`src/cte_pkg.sv`:
```
// Shared widths, constants, types and month table for the epoch converter.
`timescale 1ns / 1ps
package cte_pkg;

  localparam int YEAR_W  = 10;
  localparam int MONTH_W = 4;
  localparam int DAY_W   = 5;
  localparam int HOUR_W  = 5;
  localparam int MIN_W   = 6;
  localparam int SEC_W   = 6;
  localparam int EPOCH_W = 35;

  localparam int FYEAR_W = 12;
  localparam int YDAYS_W = 19;
  localparam int MDAYS_W = 9;
  localparam int DAYS_W  = 20;
  localparam int TOD_W   = 17;
  localparam int PROD_W  = 23;

  localparam int YEAR_BASE      = 1900;
  localparam int EPOCH_YEAR_OFS = 70;
  localparam int DAYS_PER_YEAR  = 365;
  localparam int CENTURY        = 100;
  localparam int LEAPS_TO_1969  = 477;
  localparam int RECIP100       = 1311;
  localparam int RECIP_SHIFT    = 17;
  localparam int MONTH_CLAMP    = 12;
  localparam int MONTH_MAR      = 2;
  localparam int SEC_PER_MIN    = 60;
  localparam int SEC_PER_HOUR   = 3600;
  localparam int SEC_PER_DAY    = 86400;

  typedef struct packed {
    logic                valid;
    logic [DAYS_W-1:0]   days;
    logic [TOD_W-1:0]    tod;
  } days_xfer_t;

  function automatic logic [MDAYS_W-1:0] days_before_month(input logic [MONTH_W-1:0] mon);
    logic [MDAYS_W-1:0] d;
    case (mon)
      4'd0:    d = 9'd0;
      4'd1:    d = 9'd31;
      4'd2:    d = 9'd59;
      4'd3:    d = 9'd90;
      4'd4:    d = 9'd120;
      4'd5:    d = 9'd151;
      4'd6:    d = 9'd181;
      4'd7:    d = 9'd212;
      4'd8:    d = 9'd243;
      4'd9:    d = 9'd273;
      4'd10:   d = 9'd304;
      4'd11:   d = 9'd334;
      default: d = 9'd365;
    endcase
    return d;
  endfunction

endpackage

```
`src/cte_days.sv`:
```
// Three-stage day count: leap counts, year and month days, then day total.
`timescale 1ns / 1ps
module cte_days (
  input  logic                          clk,
  input  logic                          rst_n,
  input  logic                          in_valid,
  input  logic [cte_pkg::YEAR_W-1:0]    year,
  input  logic [cte_pkg::MONTH_W-1:0]   month,
  input  logic [cte_pkg::DAY_W-1:0]     day,
  input  logic [cte_pkg::HOUR_W-1:0]    hour,
  input  logic [cte_pkg::MIN_W-1:0]     minute,
  input  logic [cte_pkg::SEC_W-1:0]     second,
  output cte_pkg::days_xfer_t           xfer
);
  import cte_pkg::*;

  // stage 1
  logic                 s1_valid_r;
  logic [YEAR_W-1:0]    s1_yr_r;
  logic [9:0]           s1_n4_r;
  logic [4:0]           s1_q100n_r;
  logic [2:0]           s1_q400n_r;
  logic [FYEAR_W-1:0]   s1_fy_r;
  logic [4:0]           s1_q100f_r;
  logic [MONTH_W-1:0]   s1_mon_r;
  logic [DAY_W-1:0]     s1_day_r;
  logic [TOD_W-1:0]     s1_tod_r;

  logic [FYEAR_W-1:0]   fy_nxt;
  logic [FYEAR_W-1:0]   n_nxt;
  logic [PROD_W-1:0]    prod_n;
  logic [PROD_W-1:0]    prod_n4;
  logic [PROD_W-1:0]    prod_f;
  logic [MONTH_W-1:0]   mon_nxt;
  logic [TOD_W-1:0]     tod_nxt;

  always_comb begin
    fy_nxt  = FYEAR_W'(YEAR_BASE) + FYEAR_W'(year);
    n_nxt   = fy_nxt - FYEAR_W'(1);
    prod_n  = PROD_W'(n_nxt) * PROD_W'(RECIP100);
    prod_n4 = PROD_W'(n_nxt[FYEAR_W-1:2]) * PROD_W'(RECIP100);
    prod_f  = PROD_W'(fy_nxt) * PROD_W'(RECIP100);
    mon_nxt = (month > MONTH_W'(MONTH_CLAMP)) ? MONTH_W'(MONTH_CLAMP) : month;
    tod_nxt = TOD_W'(hour) * TOD_W'(SEC_PER_HOUR) + TOD_W'(minute) * TOD_W'(SEC_PER_MIN)
            + TOD_W'(second);
  end

  always_ff @(posedge clk) begin
    if (!rst_n) begin
      s1_valid_r <= 1'b0;
    end else begin
      s1_valid_r <= in_valid;
    end
    s1_yr_r    <= year;
    s1_n4_r    <= n_nxt[FYEAR_W-1:2];
    s1_q100n_r <= 5'(prod_n >> RECIP_SHIFT);
    s1_q400n_r <= 3'(prod_n4 >> RECIP_SHIFT);
    s1_fy_r    <= fy_nxt;
    s1_q100f_r <= 5'(prod_f >> RECIP_SHIFT);
    s1_mon_r   <= mon_nxt;
    s1_day_r   <= day;
    s1_tod_r   <= tod_nxt;
  end

  // stage 2
  logic                 s2_valid_r;
  logic [YDAYS_W-1:0]   s2_ydays_r;
  logic [MDAYS_W-1:0]   s2_mdays_r;
  logic [DAY_W-1:0]     s2_day_r;
  logic [TOD_W-1:0]     s2_tod_r;

  logic [9:0]           nleap;
  logic [YEAR_W-1:0]    yoff;
  logic [YDAYS_W-1:0]   ydays_nxt;
  logic [FYEAR_W-1:0]   rem100;
  logic                 leap;
  logic [MDAYS_W-1:0]   mdays_nxt;

  always_comb begin
    nleap  = s1_n4_r - 10'(s1_q100n_r) + 10'(s1_q400n_r) - 10'(LEAPS_TO_1969);
    yoff   = s1_yr_r - YEAR_W'(EPOCH_YEAR_OFS);
    if (s1_yr_r > YEAR_W'(EPOCH_YEAR_OFS)) begin
      ydays_nxt = YDAYS_W'(yoff) * YDAYS_W'(DAYS_PER_YEAR) + YDAYS_W'(nleap[7:0]);
    end else begin
      ydays_nxt = '0;
    end
    rem100 = s1_fy_r - FYEAR_W'(s1_q100f_r) * FYEAR_W'(CENTURY);
    leap   = (s1_fy_r[1:0] == 2'b00) && ((rem100 != '0) || (s1_q100f_r[1:0] == 2'b00));
    mdays_nxt = days_before_month(s1_mon_r)
              + MDAYS_W'(leap && (s1_mon_r >= MONTH_W'(MONTH_MAR)));
  end

  always_ff @(posedge clk) begin
    if (!rst_n) begin
      s2_valid_r <= 1'b0;
    end else begin
      s2_valid_r <= s1_valid_r;
    end
    s2_ydays_r <= ydays_nxt;
    s2_mdays_r <= mdays_nxt;
    s2_day_r   <= s1_day_r;
    s2_tod_r   <= s1_tod_r;
  end

  // stage 3: day total, may be minus one for day zero
  logic                 s3_valid_r;
  logic [DAYS_W-1:0]    s3_days_r;
  logic [TOD_W-1:0]     s3_tod_r;
  logic [DAYS_W-1:0]    days_nxt;

  assign days_nxt = DAYS_W'(s2_ydays_r) + DAYS_W'(s2_mdays_r) + DAYS_W'(s2_day_r)
                  - DAYS_W'(1);

  always_ff @(posedge clk) begin
    if (!rst_n) begin
      s3_valid_r <= 1'b0;
    end else begin
      s3_valid_r <= s2_valid_r;
    end
    s3_days_r <= days_nxt;
    s3_tod_r  <= s2_tod_r;
  end

  assign xfer.valid = s3_valid_r;
  assign xfer.days  = s3_days_r;
  assign xfer.tod   = s3_tod_r;

endmodule

```
`src/cte_scale.sv`:
```
// Two-stage scaling of the day count to seconds and the output register.
`timescale 1ns / 1ps
module cte_scale (
  input  logic                          clk,
  input  logic                          rst_n,
  input  cte_pkg::days_xfer_t           xfer,
  output logic                          out_valid,
  output logic [cte_pkg::EPOCH_W-1:0]   epoch_seconds
);
  import cte_pkg::*;

  localparam int MUL_W = DAYS_W + 18;

  logic                 s4_valid_r;
  logic [EPOCH_W-1:0]   s4_dsec_r;
  logic [TOD_W-1:0]     s4_tod_r;
  logic signed [MUL_W-1:0] dsec_full;

  logic                 out_valid_r;
  logic [EPOCH_W-1:0]   out_sec_r;

  assign dsec_full = MUL_W'($signed(xfer.days)) * MUL_W'(SEC_PER_DAY);

  always_ff @(posedge clk) begin
    if (!rst_n) begin
      s4_valid_r  <= 1'b0;
      out_valid_r <= 1'b0;
    end else begin
      s4_valid_r  <= xfer.valid;
      out_valid_r <= s4_valid_r;
    end
    s4_dsec_r <= dsec_full[EPOCH_W-1:0];
    s4_tod_r  <= xfer.tod;
    out_sec_r <= s4_dsec_r + EPOCH_W'(s4_tod_r);
  end

  assign out_valid     = out_valid_r;
  assign epoch_seconds = out_sec_r;

endmodule

```
`src/calendar_to_epoch_seconds.sv`:
```
// Top level of the UTC calendar to epoch seconds converter.
`timescale 1ns / 1ps
// Converts a UTC broken-down time (year since 1900, month 0..11, day,
// hour, minute, second with 60 for a leap second) to seconds since
// 1970-01-01 00:00:00. A transaction is taken at each clock edge with
// start high and busy low; busy is high only while rst_n is low, so one
// transaction can enter every cycle. The result passes through the five
// register stages of the pipeline (leap counts, year and month days, day
// total, day scaling and the final add) and appears for exactly one cycle
// with out_valid high, in input order; the receiver must take it then.
module calendar_to_epoch_seconds (
  input  logic                          clk,
  input  logic                          rst_n,
  input  logic                          start,
  output logic                          busy,
  input  logic [cte_pkg::YEAR_W-1:0]    in_year_since_1900,
  input  logic [cte_pkg::MONTH_W-1:0]   in_month_index,
  input  logic [cte_pkg::DAY_W-1:0]     in_day_of_month,
  input  logic [cte_pkg::HOUR_W-1:0]    in_hour_of_day,
  input  logic [cte_pkg::MIN_W-1:0]     in_minute_of_hour,
  input  logic [cte_pkg::SEC_W-1:0]     in_second_of_minute,
  output logic                          out_valid,
  output logic [cte_pkg::EPOCH_W-1:0]   out_epoch_seconds
);
  import cte_pkg::*;

  days_xfer_t days_xfer;
  logic       in_accept;

  assign busy      = ~rst_n;
  assign in_accept = start & ~busy;

  cte_days u_cte_days (
    .clk      (clk),
    .rst_n    (rst_n),
    .in_valid (in_accept),
    .year     (in_year_since_1900),
    .month    (in_month_index),
    .day      (in_day_of_month),
    .hour     (in_hour_of_day),
    .minute   (in_minute_of_hour),
    .second   (in_second_of_minute),
    .xfer     (days_xfer)
  );

  cte_scale u_cte_scale (
    .clk           (clk),
    .rst_n         (rst_n),
    .xfer          (days_xfer),
    .out_valid     (out_valid),
    .epoch_seconds (out_epoch_seconds)
  );

endmodule

```
`config.mk`:
```
export PLATFORM = sky130hd
export DESIGN_NAME = calendar_to_epoch_seconds
export DESIGN_NICKNAME = d
export VERILOG_FILES = /design/src/cte_pkg.sv /design/src/cte_days.sv /design/src/cte_scale.sv /design/src/calendar_to_epoch_seconds.sv
export SDC_FILE = /design/constraint.sdc
export NUM_CORES = 1
export LEC_CHECK = 0
export ABC_AREA = 1
export BUFFER_PORTS_ARGS = -buffer_cell sky130_fd_sc_hd__buf_2
export CAP_MARGIN = 20
export CORE_AREA = 2 2 206 208
export CTS_CLUSTER_SIZE = 20
export DETAILED_ROUTE_END_ITERATION = 16
export DIE_AREA = 0 0 208 210
export PLACE_DENSITY = 0.77
export SKIP_LAST_GASP = 1
export SLEW_MARGIN = 20
export SYNTH_ARGS = -nofsm -noshare
export SYNTH_HDL_FRONTEND = slang
export SYNTH_SLANG_ARGS = --single-unit
```
`constraint.sdc`:
```
create_clock -name clk -period 8.2 [get_ports clk]
set_clock_uncertainty 0.1 [all_clocks]
set_input_delay 1.64 -clock clk [delete_from_list [all_inputs] [get_ports clk]]
set_output_delay 1.64 -clock clk [all_outputs]
set_load 0.01 [all_outputs]
```
### Word-level counts from Yosys, hierarchy flattened

Memory sizes are Yosys's and may differ from the RTL's. A register that Yosys moved wholly into a read port is not among the register bits.
Cells that the tools add are included.

* $mul: 8
* reduce and logical (&&, ||, !) cells: 6
* mux-type cells: 1
* order comparisons: 3
* eq/ne operators: 0
* bitwise gates (word level): 2
* shift operators: 0
* add/sub/neg operators: 15
* divide/modulo/power cells: 0

Operators with widths (count)
* 12-bit by 11-bit multiplier with 22-bit output, second input constant: 2
* 35-bit by 17-bit adder with 35-bit output: 1
* 20-bit by 11-bit multiplier with 28-bit output, second input constant: 1
* 19-bit by 9-bit adder with 20-bit output: 1
* 20-bit by 5-bit adder with 20-bit output: 1
* 10-bit by 11-bit multiplier with 20-bit output, second input constant: 1
* 20-bit by 1-bit subtractor with 20-bit output, second input constant: 1
* 19-bit by 8-bit adder with 19-bit output: 1
* 10-bit by 9-bit multiplier with 19-bit output, second input constant: 1
* 17-bit by 12-bit adder with 17-bit output: 1
* 17-bit by 6-bit adder with 17-bit output: 1
* 5-bit by 8-bit multiplier with 13-bit output, second input constant: 1
* 11-bit by 10-bit adder with 12-bit output, first input constant: 1
* 12-bit nonzero test: 1
* 12-bit by 1-bit subtractor with 12-bit output, second input constant: 1
* 12-bit subtractor: 1
* 10-bit by 7-bit > comparator with 1-bit output, second input constant: 1
* 5-bit by 5-bit multiplier with 10-bit output, second input constant: 1
* 6-bit by 4-bit multiplier with 10-bit output, second input constant: 1
* 10-bit by 7-bit subtractor with 10-bit output, second input constant: 1
* 9-bit by 1-bit adder with 9-bit output: 1
* 8-bit by 3-bit adder with 8-bit output: 1
* 8-bit by 5-bit subtractor with 8-bit output: 1
* 8-bit subtractor, second input constant: 1
* other kinds (8): 10

* RAM bits: 0
* memory bits (read-only): 144
* bits in latches: 0
* register bits: 241
* memories kept: 1
* word-level logic and storage cells: 59
* output and inout bits: 37
* input port bits: 39

Memories
* (no name shown): words 16, width 9, read ports 1, clocked after memory_dff 1, wr ports 0, line cte_pkg.sv:41 `case (mon)`

### Logic depth before layout (Yosys ltp)

* depth after elaboration: 7
* depth in mapped cells: 36
* gate-level depth less buffers: 36

### Cells and area by module

A second synthesis with hierarchy kept.

* cell total of the unflattened synthesis: 2957
* area, all modules: 24696.2 sq um

Modules (own cells, without submodules)
* cte_days: sequential area each 3303.2 sq um, times used 1, cells an instance 1978, area an instance 17583.1 sq um
* cte_scale: sequential area each 1641.6 sq um, times used 1, cells an instance 976, area an instance 7101.8 sq um
* calendar_to_epoch_seconds: sequential area each 0.0 sq um, times used 1, cells an instance 3, area an instance 11.3 sq um

### Worst setup path after synthesis

Ideal clock, no wire load.

* path type: input to register
* start: input port in_year_since_1900[3] (netlist bit)
* end: register u_cte_days.s1_q100n_r[3]
* path slack: 0.382 ns
* stages on the path: 30
* required time: 7.980 ns
* buffers on the path: 0
* setup time: 0.120 ns
* arrival: 7.598 ns
* path through: inv_1 -> ha_1 -> inv_1 -> nand2_4 -> nand2_2 -> nand2_1 -> xor2_1 -> inv_1 -> ha_1 -> nand2_1 -> xor2_1 -> inv_1 -> fa_1 -> inv_1 -> ha_1 -> inv_1 -> fa_1 -> fa_1 -> fa_1 -> inv_1 -> ha_1 -> a21oi_1 -> o21ai_0 -> a21oi_1 -> nand2_1 -> nand2_1 -> nand2_1 -> nand2_1 -> nand2_1 -> xor2_1

* word-level cells in the longest chain between the ends: 3

RTL lines
* start, declared: line calendar_to_epoch_seconds.sv:16 `input logic [cte_pkg::YEAR_W-1:0] in_year_since_1900,`
* 11-bit by 10-bit adder with 12-bit output: line cte_days.sv:38 `fy_nxt = FYEAR_W'(YEAR_BASE) + FYEAR_W'(year);`
* via u_cte_days.fy_nxt[8]: line cte_days.sv:29 `logic [FYEAR_W-1:0] fy_nxt;`
* 12-bit by 1-bit subtractor with 12-bit output: line cte_days.sv:39 `n_nxt = fy_nxt - FYEAR_W'(1);`
* via u_cte_days.n_nxt[9]: line cte_days.sv:30 `logic [FYEAR_W-1:0] n_nxt;`
* 12-bit by 11-bit multiplier with 22-bit output: line cte_days.sv:40 `prod_n = PROD_W'(n_nxt) * PROD_W'(RECIP100);`
* via u_cte_days.prod_n[20]: line cte_days.sv:31 `logic [PROD_W-1:0] prod_n;`
* end signal, assigned: line cte_days.sv:56 `s1_q100n_r <= 5'(prod_n >> RECIP_SHIFT);`
* end, declared: line cte_days.sv:21 `logic [4:0] s1_q100n_r;`

The timed path passes the listed nets, and every way through them passes these cells.
A chain may end at the register's enable or synchronous reset.

### Worst setup path in the final report

* start: input port in_year_since_1900[2] (netlist bit)
* end: register u_cte_days.s1_q100n_r[3]

The elaborated chain is that of the path after synthesis.

==> results.json <==
{
  "ys_ff_latch": 247,
  "synth_top_area_share": 0.281,
  "cts_buffers": 29,
  "async_flop_share": 0,
  "clk_latency_ns": 0.58,
  "die_w_um": 208,
  "yosys_most_used_dff": "dfxtp_1",
  "drc": 0,
  "grtUsageTotal": 0.224,
  "overflow": 0,
  "end_kind": "register",
  "grt_pass1_wl_um": 81900,
  "cts_resized": 0,
  "ctsHoldBuffers": 0,
  "path_clk_slew_ns": 0.06,
  "post_cts_buffers": 0,
  "cp_slowest_cell": "fa_1",
  "crit_type": "in2reg",
  "tightest_slew_ns": 0.864,
  "fin_crit_sh": 0.887,
  "first_pass_iters": 5,
  "tns_ns": 0,
  "routed_wl_um": 47600,
  "rsz0062_at_grt": "false",
  "postSynthCellCount": 2672,
  "cts_tree": "done",
  "yosysWarnings": 0,
  "synth_top_area_cell": "ha_1",
  "antenna_found_initial": 2,
  "vias": 17100,
  "cts_root_buffer": "clkbuf_16",
  "worstSetupStartpointType": "input pin",
  "gp_congestion": 0.926,
  "cp_common_cell": "nand2_1",
  "avgSynthCellArea_um2": 8.87,
  "cts.sinks": 247,
  "die_height_um": 210,
  "port_buffers": 75,
  "grt_pass1_vias": 18300,
  "place_hpwl_um": 40800,
  "start_util": 0.572,
  "setup_violations": 0,
  "syn_area_um2": 23700,
  "io_pins": 76,
  "postRouteAntennaNets": 0,
  "htree_num_levels": 1,
  "viasPerCell": 5.10,
  "arrival_ns": 7.64,
  "synth_edf_count": 0,
  "layout-drive-gt1-share": 0.0684,
  "cap_violations": 0,
  "hold_class": "reg2reg",
  "fmax_ghz": 0.138,
  "coreArea_um2": 41500,
  "final-hold-violation-count": 0,
  "nets": 3558,
  "die-area_um2": 43700,
  "area_growth_pct": 9.18,
  "fillerInstances": 3406,
  "status": "finished, final reports clean",
  "clockBufferDepth": 3,
  "ys_types": 46,
  "synth_area_leaders": "ha_1, dfxtp_1, fa_1, inv_1, nand2_1",
  "rows": 75,
  "slew_headroom": 0.422,
  "routedWlPerCell_um": 14.2,
  "grt_max_degree": 16,
  "syn-num-nets": 3444,
  "seq_area_frac_synth": 0.209,
  "critical_path_required_ns": 8.56,
  "drt_iter0_markers": 747,
  "min_period_ns": 7.27,
  "cp_slowest_stage_delay_ns": 0.58,
  "cp_max_fo": 9,
  "final_max_slew_viol_count": 0
}
==> through the flow <==
stage / area (um^2) / utilization / setup slack, ns / instances / hold WS, ns
after global routing: 25900 / 0.624 / 0.545 / 3348 / 0.223
after global placement: 24800 / 0.599 / 0.427 / 3294 / 0.210
after CTS: 25900 / 0.624 / 0.931 / 3346 / 0.221
final: 25900 / 0.624 / 0.928 / 3348 / 0.220
after detailed placement: 24800 / 0.599 / 0.353 / 3294 / 0.212
after floorplan: 23700 / - / 0.382 / 2672 / 0.210
==> cells by family after synthesis <==
family,after synthesis,synth area share
xor gates and xnor gates,151,0.0566
and+or+nand+nor,586,0.112
AOI/OAI and AO/OA,293,0.0683
adders and majority gates,733,0.450
DFF,247,0.209
buffers and inverters,662,0.105
==> flip-flops by register name (all words and copies together) (netlist names), 3 cells and up, named ones only <==
| signal | flops |
|---|---|
| u_cte_days.s2_day_r | 5 |
| u_cte_days.s3_days_r | 20 |
| u_cte_days.s1_n4_r | 8 |
| u_cte_days.s2_mdays_r | 9 |
| u_cte_days.s1_mon_r | 3 |
| u_cte_days.s1_q400n_r | 3 |
| u_cte_scale.s4_tod_r | 17 |
| u_cte_days.s1_day_r | 5 |
| u_cte_days.s2_ydays_r | 19 |
| u_cte_days.s1_yr_r | 10 |
| u_cte_days.s1_fy_r | 10 |
| u_cte_scale.s4_dsec_r | 28 |
| u_cte_days.s3_tod_r | 17 |
| u_cte_days.s1_tod_r | 17 |
| u_cte_days.s1_q100n_r | 5 |
| u_cte_days.s2_tod_r | 17 |
| u_cte_days.s1_q100f_r | 5 |
| u_cte_scale.epoch_seconds | 35 |
==> cells in the mapped netlist, types with 2 or more instances <==
cell      count
a31oi_1       9
a21o_1        9
nand2_4      14
nor3_1       21
nor2_1       97
fa_1        200
nand2_2      19
inv_1       650
nand2_1     305
o21ai_1       2
o211ai_1      5
and2_1        2
o21bai_1     10
xor2_1      104
nor4_1        3
o21ai_0      73
nor2_4        3
or2_2         3
nand4_1      29
a211oi_1      3
nand3_1      78
dfxtp_1     247
inv_2         8
a21boi_0      2
nand3b_1      5
o31ai_1       8
clkbuf_1      3
ha_1        533
xnor2_1      46
o21a_1        6
nor2_2        2
a21oi_1     159
==> critical path: cells and delay by family <==
| family | cells | cell delay (ns) |
|---|---|---|
| adder cells (fa/ha/maj) | 8 | 3.22 |
| XOR/XNOR | 3 | 0.60 |
| AND/OR/NAND/NOR | 9 | 0.69 |
| buffers and inverters | 8 | 1.07 |
| AO/OA/AOI/OAI | 3 | 0.38 |
==> final timing paths <==
path / to / startpoint / cells past startpoint / slack [ns]
min: u_cte_scale.s4_tod_r[1]$_DFF_P_ / u_cte_days.s3_tod_r[1]$_DFF_P_ / 0 / 0.22
max: u_cte_days.s1_q100n_r[3]$_DFF_P_ / in_year_since_1900[2] / 31 / 0.93
max reg2reg: u_cte_days.s2_ydays_r[12]$_SDFF_PP0_ / u_cte_days.s1_yr_r[1]$_DFF_P_ / 19 / 2.31
min reg2reg: u_cte_scale.s4_tod_r[1]$_DFF_P_ / u_cte_days.s3_tod_r[1]$_DFF_P_ / 0 / 0.22
==> area by class of cell <==
| type | instances | area [um^2] | area share |
|---|---|---|---|
| multi-input combinational | 1763 | 16300 | 0.629 |
| inverter | 659 | 2470 | 0.0956 |
| clock buffer | 32 | 757 | 0.0292 |
| timing repair buffer | 86 | 458 | 0.0177 |
| tap | 539 | 674 | 0.0261 |
| clock inverter | 20 | 294 | 0.0114 |
| sequential | 247 | 4940 | 0.191 |
| antenna | 2 | 5.00 | 0.000193 |
==> layer usage <==
layer,up-vias,global-route usage,part of all wire
met1,8025,0.251,0.41
met4,0,0.0741,0.035
met5,-,0,0
li1,8672,-,-
met3,117,0.0203,0.028
met2,272,0.443,0.53
==> cell usage in the layout (no fill, tap or decap), types with 3 or more instances in the layout <==
cell / synthesis / layout
nor2_1: 97 / 97
a21o_1: 9 / 9
a21oi_1: 159 / 159
o31ai_1: 8 / 8
dfxtp_1: 247 / 247
xnor2_1: 46 / 46
buf_2: 0 / 75
clkinv_4: 0 / 4
clkinv_2: 0 / 5
nor3_1: 21 / 21
nand2_4: 14 / 14
inv_2: 8 / 8
fa_1: 200 / 200
o211ai_1: 5 / 5
or2_2: 3 / 3
a31oi_1: 9 / 9
ha_1: 533 / 533
o21a_1: 6 / 6
nand3_1: 78 / 78
nor4_1: 3 / 3
nand3b_1: 5 / 5
nor2_4: 3 / 3
inv_1: 650 / 650
clkbuf_16: 0 / 29
nand4_1: 29 / 29
o21bai_1: 10 / 10
buf_4: 0 / 11
xor2_1: 104 / 104
o21ai_0: 73 / 73
a211oi_1: 3 / 3
inv_6: 0 / 3
nand2_1: 305 / 305
bufinv_16: 0 / 6
nand2_2: 19 / 19
Power is not shown: default switching activity piles up to over one toggle a cycle in this logic, so the estimate is an artifact.
